File: src/rtl/core/lpsm_pkg.sv
`default_nettype none

package lpsm_pkg;

	localparam int unsigned LimitWidth = 20;
	localparam int unsigned AddrWidth  = 3;

	typedef enum logic [1:0] {
		CMD_PACKET  = 2'd0,
		CMD_TICK    = 2'd1,
		CMD_RESTART = 2'd2,
		CMD_UNUSED  = 2'd3
	} cmd_t;

	typedef enum logic [2:0] {
		EV_TICK      = 3'd0,
		EV_UNIQUE    = 3'd1,
		EV_DUPLICATE = 3'd2,
		EV_MARKER    = 3'd3,
		EV_TIMEOUT   = 3'd4,
		EV_SILENCE   = 3'd5,
		EV_RESTART   = 3'd6,
		EV_SPARE     = 3'd7
	} event_t;

	localparam logic [AddrWidth-1:0] ADDR_LISTEN  = 3'd0;
	localparam logic [AddrWidth-1:0] ADDR_SILENCE = 3'd4;

	localparam logic [LimitWidth-1:0] LISTEN_RESET  = 20'd12000;
	localparam logic [LimitWidth-1:0] SILENCE_RESET = 20'd3000;

	localparam logic [31:0] MARKER_WORD = 32'hDEAD_BEEF;
	localparam logic [31:0] NO_SEQ      = 32'hFFFF_FFFF;
	localparam logic [7:0]  RSSI_LO_INIT = 8'h00;
	localparam logic [7:0]  RSSI_HI_INIT = 8'h80;

	typedef struct packed {
		logic [1:0]  cmd;
		logic [31:0] head_word;
		logic [31:0] count_word;
		logic [7:0]  rssi_byte;
	} req_t;

	typedef struct packed {
		logic [2:0]         event_res;
		logic [31:0]        window_age;
		logic [31:0]        received;
		logic [31:0]        unique_count;
		logic [31:0]        duplicate_count;
		logic [31:0]        burst_count;
		logic [31:0]        expected_total;
		logic [31:0]        lost_count;
		logic signed [7:0]  rssi_low;
		logic signed [7:0]  rssi_high;
		logic signed [31:0] rssi_total;
		logic [15:0]        rssi_samples;
	} rsp_t;

endpackage

`default_nettype wire

File: src/rtl/core/lpsm_window.sv
`default_nettype none

module lpsm_window (
	input  wire                               clk,
	input  wire                               arst_n,
	input  wire                               step,
	input  lpsm_pkg::req_t                    item,
	input  wire [lpsm_pkg::LimitWidth-1:0]    listen_limit,
	input  wire [lpsm_pkg::LimitWidth-1:0]    silence_limit,
	output lpsm_pkg::rsp_t                    report
);
	import lpsm_pkg::*;

	typedef struct packed {
		logic [31:0] received;
		logic [31:0] unique_n;
		logic [31:0] duplicate_n;
		logic [31:0] previous_seq;
		logic [31:0] highest_seq;
		logic [31:0] burst_n;
		logic [31:0] expected_sum;
		logic [31:0] window_ms;
		logic [31:0] quiet_ms;
		logic [31:0] rssi_accum;
		logic [7:0]  rssi_lo;
		logic [7:0]  rssi_hi;
		logic [15:0] rssi_count;
	} win_state_t;

	function automatic win_state_t cleared();
		win_state_t s;
		s = '0;
		s.previous_seq = NO_SEQ;
		s.rssi_lo = RSSI_LO_INIT;
		s.rssi_hi = RSSI_HI_INIT;
		return s;
	endfunction

	win_state_t state_q;
	win_state_t post;
	win_state_t nxt;
	event_t     ev;
	logic [7:0] rpat;
	logic       is_dup;
	logic [31:0] total;

	always_comb begin
		rpat   = 8'(~item.rssi_byte + 8'd1);
		is_dup = (state_q.previous_seq != NO_SEQ) && (item.head_word == state_q.previous_seq);
		post   = state_q;
		nxt    = state_q;
		ev     = EV_TICK;
		case (cmd_t'(item.cmd))
			CMD_PACKET: begin
				post.rssi_accum = state_q.rssi_accum + {{24{rpat[7]}}, rpat};
				post.rssi_count = state_q.rssi_count + 16'd1;
				if ($signed(rpat) < $signed(state_q.rssi_lo)) post.rssi_lo = rpat;
				if ($signed(rpat) > $signed(state_q.rssi_hi)) post.rssi_hi = rpat;
				post.quiet_ms = '0;
				if (item.head_word == MARKER_WORD) begin
					post.burst_n      = state_q.burst_n + 32'd1;
					post.expected_sum = state_q.expected_sum + item.count_word;
					post.previous_seq = NO_SEQ;
					ev = EV_MARKER;
				end else begin
					post.received = state_q.received + 32'd1;
					if (is_dup) begin
						post.duplicate_n = state_q.duplicate_n + 32'd1;
						ev = EV_DUPLICATE;
					end else begin
						post.unique_n = state_q.unique_n + 32'd1;
						ev = EV_UNIQUE;
					end
					post.previous_seq = item.head_word;
					if (item.head_word > state_q.highest_seq) post.highest_seq = item.head_word;
				end
				nxt = post;
			end
			CMD_TICK: begin
				post.window_ms = state_q.window_ms + 32'd1;
				post.quiet_ms  = state_q.quiet_ms + 32'd1;
				if (post.window_ms >= {12'd0, listen_limit}) begin
					ev  = EV_TIMEOUT;
					nxt = cleared();
				end else if (state_q.received != '0
						&& post.quiet_ms >= {12'd0, silence_limit}) begin
					ev  = EV_SILENCE;
					nxt = cleared();
				end else begin
					nxt = post;
				end
			end
			CMD_RESTART: begin
				post = cleared();
				nxt  = post;
				ev   = EV_RESTART;
			end
			default: begin
				ev = EV_TICK;
			end
		endcase
	end

	// expected total prefers marker sum, then highest seq plus one
	always_comb begin
		if (post.expected_sum != '0) total = post.expected_sum;
		else if (post.highest_seq != '0) total = post.highest_seq + 32'd1;
		else total = '0;
		report.event_res       = ev;
		report.window_age      = post.window_ms;
		report.received        = post.received;
		report.unique_count    = post.unique_n;
		report.duplicate_count = post.duplicate_n;
		report.burst_count     = post.burst_n;
		report.expected_total  = total;
		report.lost_count      = (total > post.received) ? total - post.received : '0;
		report.rssi_low        = post.rssi_lo;
		report.rssi_high       = post.rssi_hi;
		report.rssi_total      = post.rssi_accum;
		report.rssi_samples    = post.rssi_count;
	end

	always_ff @(posedge clk or negedge arst_n) begin
		if (!arst_n) begin
			state_q <= cleared();
		end else if (step) begin
			state_q <= nxt;
		end
	end

endmodule

`default_nettype wire

File: src/rtl/core/link_packet_statistics_monitor.sv
`default_nettype none

// Receive-window link statistics. Each item on req is a packet (with head word,
// count word and RSSI status byte), a one millisecond tick or a window restart,
// and produces exactly one result on rsp with the window counters after that
// item; on a timeout or silence end the result carries the ended window's
// totals and the window clears. Items pass through an input register and a
// result register, with all state updated as an item moves between them, so
// one item per cycle is sustained while rsp_ready stays high. Limits are
// written over the APB port at 0x0 (listen) and 0x4 (silence).
module link_packet_statistics_monitor (
	input  wire                              clk,
	input  wire                              arst_n,
	input  wire                              req_valid,
	output logic                             req_ready,
	input  lpsm_pkg::req_t                   req,
	output logic                             rsp_valid,
	input  wire                              rsp_ready,
	output lpsm_pkg::rsp_t                   rsp,
	input  wire                              psel,
	input  wire                              penable,
	input  wire                              pwrite,
	input  wire [lpsm_pkg::AddrWidth-1:0]    paddr,
	input  wire [31:0]                       pwdata,
	output logic [31:0]                      prdata,
	output logic                             pready
);
	import lpsm_pkg::*;

	logic [LimitWidth-1:0] listen_q;
	logic [LimitWidth-1:0] silence_q;
	logic                  valid_s1;
	req_t                  item_s1;
	logic                  move;
	rsp_t                  report;

	assign pready = 1'b1;

	always_ff @(posedge clk or negedge arst_n) begin
		if (!arst_n) begin
			listen_q  <= LISTEN_RESET;
			silence_q <= SILENCE_RESET;
		end else if (psel && penable && pwrite) begin
			unique case (paddr)
				ADDR_LISTEN:  listen_q  <= pwdata[LimitWidth-1:0];
				ADDR_SILENCE: silence_q <= pwdata[LimitWidth-1:0];
				default: ;
			endcase
		end
	end

	always_comb begin
		unique case (paddr)
			ADDR_LISTEN:  prdata = {12'd0, listen_q};
			ADDR_SILENCE: prdata = {12'd0, silence_q};
			default:      prdata = '0;
		endcase
	end

	assign move      = valid_s1 && (!rsp_valid || rsp_ready);
	assign req_ready = !valid_s1 || move;

	always_ff @(posedge clk or negedge arst_n) begin
		if (!arst_n) begin
			valid_s1  <= 1'b0;
			rsp_valid <= 1'b0;
		end else begin
			if (req_ready) valid_s1 <= req_valid;
			if (move) rsp_valid <= 1'b1;
			else if (rsp_ready) rsp_valid <= 1'b0;
		end
	end

	always_ff @(posedge clk) begin
		if (req_valid && req_ready) item_s1 <= req;
		if (move) rsp <= report;
	end

	lpsm_window u_window (
		.clk           (clk),
		.arst_n        (arst_n),
		.step          (move),
		.item          (item_s1),
		.listen_limit  (listen_q),
		.silence_limit (silence_q),
		.report        (report)
	);

endmodule

`default_nettype wire
File: config.mk
export PLATFORM = sky130hd
export DESIGN_NAME = link_packet_statistics_monitor
export DESIGN_NICKNAME = d
export VERILOG_FILES = /design/src/rtl/core/lpsm_pkg.sv /design/src/rtl/core/lpsm_window.sv /design/src/rtl/core/link_packet_statistics_monitor.sv
export SDC_FILE = /design/constraint.sdc
export NUM_CORES = 2
export LEC_CHECK = 0
export BUFFER_PORTS_ARGS = -buffer_cell sky130_fd_sc_hd__buf_2
export CAP_MARGIN = 10
export CORE_MARGIN = 2
export CORE_UTILIZATION = 49
export DETAILED_ROUTE_END_ITERATION = 16
export PLACE_DENSITY = 0.68
export SYNTH_ARGS = -nofsm -noshare
export SYNTH_HDL_FRONTEND = slang
export SYNTH_SLANG_ARGS = --single-unit
File: constraint.sdc
create_clock -name clk -period 15.1 [get_ports clk]
set_input_delay 3.775 -clock clk [delete_from_list [all_inputs] [get_ports clk]]
set_output_delay 3.775 -clock clk [all_outputs]
set_load 0.05 [all_outputs]
==> flow_summary.html <==
<table>
<tr><th>Metric</th><th>Value</th></tr>
<tr><th colspan="2">Drt</th></tr>
<tr><td>Overall routed net length</td><td>138100 um</td></tr>
<tr><td>Remaining antenna violation count</td><td>0</td></tr>
<tr><td>Vias per cell</td><td>6.053</td></tr>
<tr><td>DRT Pass-1 Iters</td><td>7</td></tr>
<tr><td>DRC viols</td><td>0</td></tr>
<tr><td>Average routed wire per standard cell</td><td>21.39 um</td></tr>
<tr><td>Total via count after detailed routing</td><td>39.09k</td></tr>
<tr><td>Detailed router's first-iteration violation count</td><td>3932</td></tr>
<tr><th colspan="2">STA</th></tr>
<tr><td>Final number of hold-violating endpoints</td><td>0</td></tr>
<tr><td>Skew final</td><td>27.02 ps</td></tr>
<tr><td>TNS Setup</td><td>0 ps</td></tr>
<tr><td>RSZ-0062 raised after global routing</td><td>no</td></tr>
<tr><td>Slew HR</td><td>0.1767</td></tr>
<tr><td>Transition time of the tightest slew-check pin</td><td>1232 ps</td></tr>
<tr><td>Max-slew violations</td><td>0</td></tr>
<tr><td>Part of the cycle the worst path needs</td><td>0.6134</td></tr>
<tr><td>Worst Setup Slack, final</td><td>5838 ps</td></tr>
<tr><td>Endpoints failing setup</td><td>0</td></tr>
<tr><td>Highest achievable clock rate</td><td>108.0 MHz</td></tr>
<tr><td>Final min period</td><td>9262 ps</td></tr>
<tr><th colspan="2">Finish</th></tr>
<tr><td>Post-layout instance area</td><td>51240 um2</td></tr>
<tr><td>Total number of nets in the final design</td><td>5456</td></tr>
<tr><td>Area delta synth-&gt;final</td><td>12.20%</td></tr>
<tr><td>Most used cells in the layout excluding fill and tap cells</td><td>nand2_1, buf_2, o21ai_0, edfxtp_1, dfrtp_1</td></tr>
<tr><td>Most common cell after layout, fill and taps aside</td><td>nand2_1</td></tr>
<tr><td>FF/Latch Area</td><td>20880 um2</td></tr>
<tr><td>Share of final-layout standard cells stronger than drive strength 1</td><td>0.1435</td></tr>
<tr><td>Filler cell count in the final layout</td><td>8192</td></tr>
<tr><td>Area used by multi-input combinational logic</td><td>22490 um2</td></tr>
<tr><th colspan="2">Global routing</th></tr>
<tr><td>Antenna violations before repair</td><td>4</td></tr>
<tr><td>Pin count of the biggest net entering global routing</td><td>198</td></tr>
<tr><td>Number of global-route vias before repair</td><td>35.54k</td></tr>
<tr><td>Overall fraction of global-route tracks in use</td><td>0.2813</td></tr>
<tr><td>Wire length of the first global-routing pass</td><td>209700 um</td></tr>
<tr><td>Sum of overflow across all layers after global routing</td><td>0</td></tr>
<tr><th colspan="2">Clock tree</th></tr>
<tr><td>Clock latency reported for the late side of the worst-skew pair</td><td>680 ps</td></tr>
<tr><td>CTS Buffer Depth</td><td>3</td></tr>
<tr><td>Cts repair resizes</td><td>0</td></tr>
<tr><td>Post-CTS Setup Bufs</td><td>0</td></tr>
<tr><td>H-tree levels</td><td>3</td></tr>
<tr><td>TritonCTS clock tree</td><td>built</td></tr>
<tr><td>Clk pin slew, worst setup/hold paths</td><td>60 ps</td></tr>
<tr><td>TritonCTS buffer count</td><td>86</td></tr>
<tr><td>Root cell of the clock tree</td><td>clkbuf_16</td></tr>
<tr><td>Clock sink count</td><td>759</td></tr>
<tr><td>CTS Hold Buffers Added</td><td>0</td></tr>
<tr><th colspan="2">Floorplanning</th></tr>
<tr><td>Placement row count</td><td>111</td></tr>
<tr><td>Die Ht</td><td>309.3 um</td></tr>
<tr><td>Core Area</td><td>91940 um2</td></tr>
<tr><td>Initial core utilization</td><td>0.4967</td></tr>
<tr><td>Chip width</td><td>309.3 um</td></tr>
<tr><td>Area of the die</td><td>95650 um2</td></tr>
<tr><td>Number of primary I/O pins</td><td>442</td></tr>
<tr><th colspan="2">Synthesis</th></tr>
<tr><td>Top_reg_cell synth</td><td>edfxtp_1</td></tr>
<tr><td>Cells after Synth</td><td>4901</td></tr>
<tr><td>Sequential cell area fraction in the yosys report</td><td>0.4572</td></tr>
<tr><td>Mapped Avg Cell Area</td><td>9.317 um2</td></tr>
<tr><td>Proportion of synthesized flip-flops having asynchronous set or reset</td><td>0.5191</td></tr>
<tr><td>Cell variety after synth</td><td>107</td></tr>
<tr><td>Synthesized area</td><td>45670 um2</td></tr>
<tr><td>Number of flops mapped to enable cells by yosys</td><td>365</td></tr>
<tr><td>Seq cells post-synth</td><td>759</td></tr>
<tr><td>Yosys synthesis warning count</td><td>0</td></tr>
<tr><th colspan="2">Setup path</th></tr>
<tr><td>Cell type of the slowest stage on the worst timing path</td><td>o31ai_1</td></tr>
<tr><td>Crit Path Category</td><td>flop to flop</td></tr>
<tr><td>Crit path cell chain</td><td>ha_1, nand4_1, or4_1, o21ai_1, a211o_1, nand2_2, o31ai_1, or4_1, or4_1, nor4_4, o31ai_1, ha_1, nor2b_1, o21a_1, o311ai_0, a211oi_1, o21ai_0, a21boi_0, o41ai_1, o21ai_0, a31oi_1, xor2_1, nor2_1</td></tr>
<tr><td>Crit path required time</td><td>15510 ps</td></tr>
<tr><td>CP most frequent cell</td><td>or4_1</td></tr>
<tr><td>Critical Path Start Type</td><td>flop</td></tr>
<tr><td>Data arrival time at the worst-slack endpoint</td><td>9670 ps</td></tr>
<tr><td>Worst path buffer plus inverter count</td><td>0</td></tr>
<tr><td>Critical path's top delay family</td><td>compound AO/OA/AOI/OAI gates</td></tr>
<tr><td>Element type at the critical path end</td><td>flop</td></tr>
<tr><td>Setup slack, reg-to-reg</td><td>5840 ps</td></tr>
<tr><td>Critical Path Fanout Max</td><td>28</td></tr>
<tr><td>CP peak stage delay</td><td>970 ps</td></tr>
<tr><th colspan="2">Pwr</th></tr>
<tr><td>Power Density</td><td>144.5 nW/um2</td></tr>
<tr><td>Sum of internal, switching and leakage power</td><td>7.402 mW</td></tr>
<tr><td>Leakage power summed over all cells</td><td>21.38 nW</td></tr>
<tr><td>Maximum ir drop on the vdd rail</td><td>0.0001223 V</td></tr>
<tr><th colspan="2">Run status</th></tr>
<tr><td>Outcome</td><td>finished, final reports clean</td></tr>
<tr><th colspan="2">Placement</th></tr>
<tr><td>Post-Place Worst Slack</td><td>6168 ps</td></tr>
<tr><td>Final weighted congestion in routability-driven placement</td><td>0.9306</td></tr>
<tr><td>Buffers added on ports</td><td>416</td></tr>
<tr><td>Placed inst area</td><td>48340 um2</td></tr>
<tr><td>HPWL after detailed placement</td><td>94420 um</td></tr>
<tr><th colspan="2">Job</th></tr>
<tr><td>Max_cap viols</td><td>0</td></tr>
<tr><th colspan="2">Worst hold path</th></tr>
<tr><td>Path class of the lowest-slack min-delay path</td><td>flop to flop</td></tr>
</table>
## final timing paths
| check | start | endpoint | cells past startpoint |
|---|---|---|---|
| max in group asynchronous | arst_n | u_window.state_q[194] | 3 |
| max reg2reg | item_s1[50] | rsp[94] | 23 |
| max | item_s1[50] | rsp[94] | 23 |
| min | u_window.state_q[215] | u_window.state_q[215] | 1 |
| min in group asynchronous | arst_n | u_window.state_q[111] | 1 |
| min reg2reg | u_window.state_q[215] | u_window.state_q[215] | 1 |
## layer usage
layer | vias to the layer above | global-route usage | wire [um]
met4 | 0 | 0.1110 | 5851
li1 | 18450 | - | -
met1 | 18740 | 0.3891 | 59010
met3 | 301 | 0.04208 | 9852
met5 | - | 0 | 0
met2 | 1606 | 0.4457 | 63400
## area by class of cell
class | instances | share of cell area
multi-input combinational | 3585 | 0.4389
sequential | 759 | 0.4075
timing repair buffer | 470 | 0.04923
clock buffer | 118 | 0.04657
tap | 1243 | 0.03035
inverter | 238 | 0.01751
clock inverter | 43 | 0.009865
antenna | 2 | 0.00009768
## metrics by stage
stage                     hold WS [ps]  utilization  cells
after CTS                        493.3       0.5572   6456
after detailed placement         479.5       0.5258   6295
final                            496.7       0.5573   6458
after floorplan                  449.0            -   4912
after global placement           471.7       0.5258   6295
after global routing             510.1       0.5572   6456
## registers in the layout, indices dropped and copies added, names as in the netlist
name,flops
rsp_valid,1
item_s1,74
u_window.state_q,352
silence_q,20
rsp,291
listen_q,20
valid_s1,1
## cell usage after synthesis (63+ instances only)
cell | instances | area, um2
o21ai_0 | 379 | 1897
nand4_1 | 91 | 569.3
nand2_1 | 676 | 2537
buf_2 | 68 | 340.3
ha_1 | 197 | 2465
xor2_1 | 80 | 700.7
nor2_1 | 188 | 705.7
clkbuf_1 | 194 | 728.2
a21oi_1 | 308 | 1541
o21ai_1 | 112 | 560.5
nand3_1 | 156 | 780.8
o31ai_1 | 63 | 473.0
nor3_1 | 183 | 915.9
a22o_1 | 114 | 998.5
inv_1 | 236 | 885.9
xnor2_1 | 137 | 1200
dfrtp_1 | 347 | 8683
edfxtp_1 | 365 | 10960
a21o_1 | 73 | 548.0
## kinds of logic (layout without fill, tap and decap cells)
logic type / count (synthesis) / after routing / synth area share
compound gates: 1461 / 1461 / 0.2051
xor+xnor: 217 / 217 / 0.04162
fa+ha+maj: 200 / 200 / 0.05529
buf+inv: 568 / 869 / 0.05263
flops: 759 / 759 / 0.4572
mux: 46 / 46 / 0.01066
other cells: 2 / 15 / 0.0001645
simple gates: 1648 / 1648 / 0.1773
## power by group
part	leakage, nW	switching [mW]	internal (mW)
Sequential	8.67	0.267	2.58
Clock	1.40	0.894	1.28
Combinational	11.3	1.60	0.780
Power figures use the tool's default switching activity.
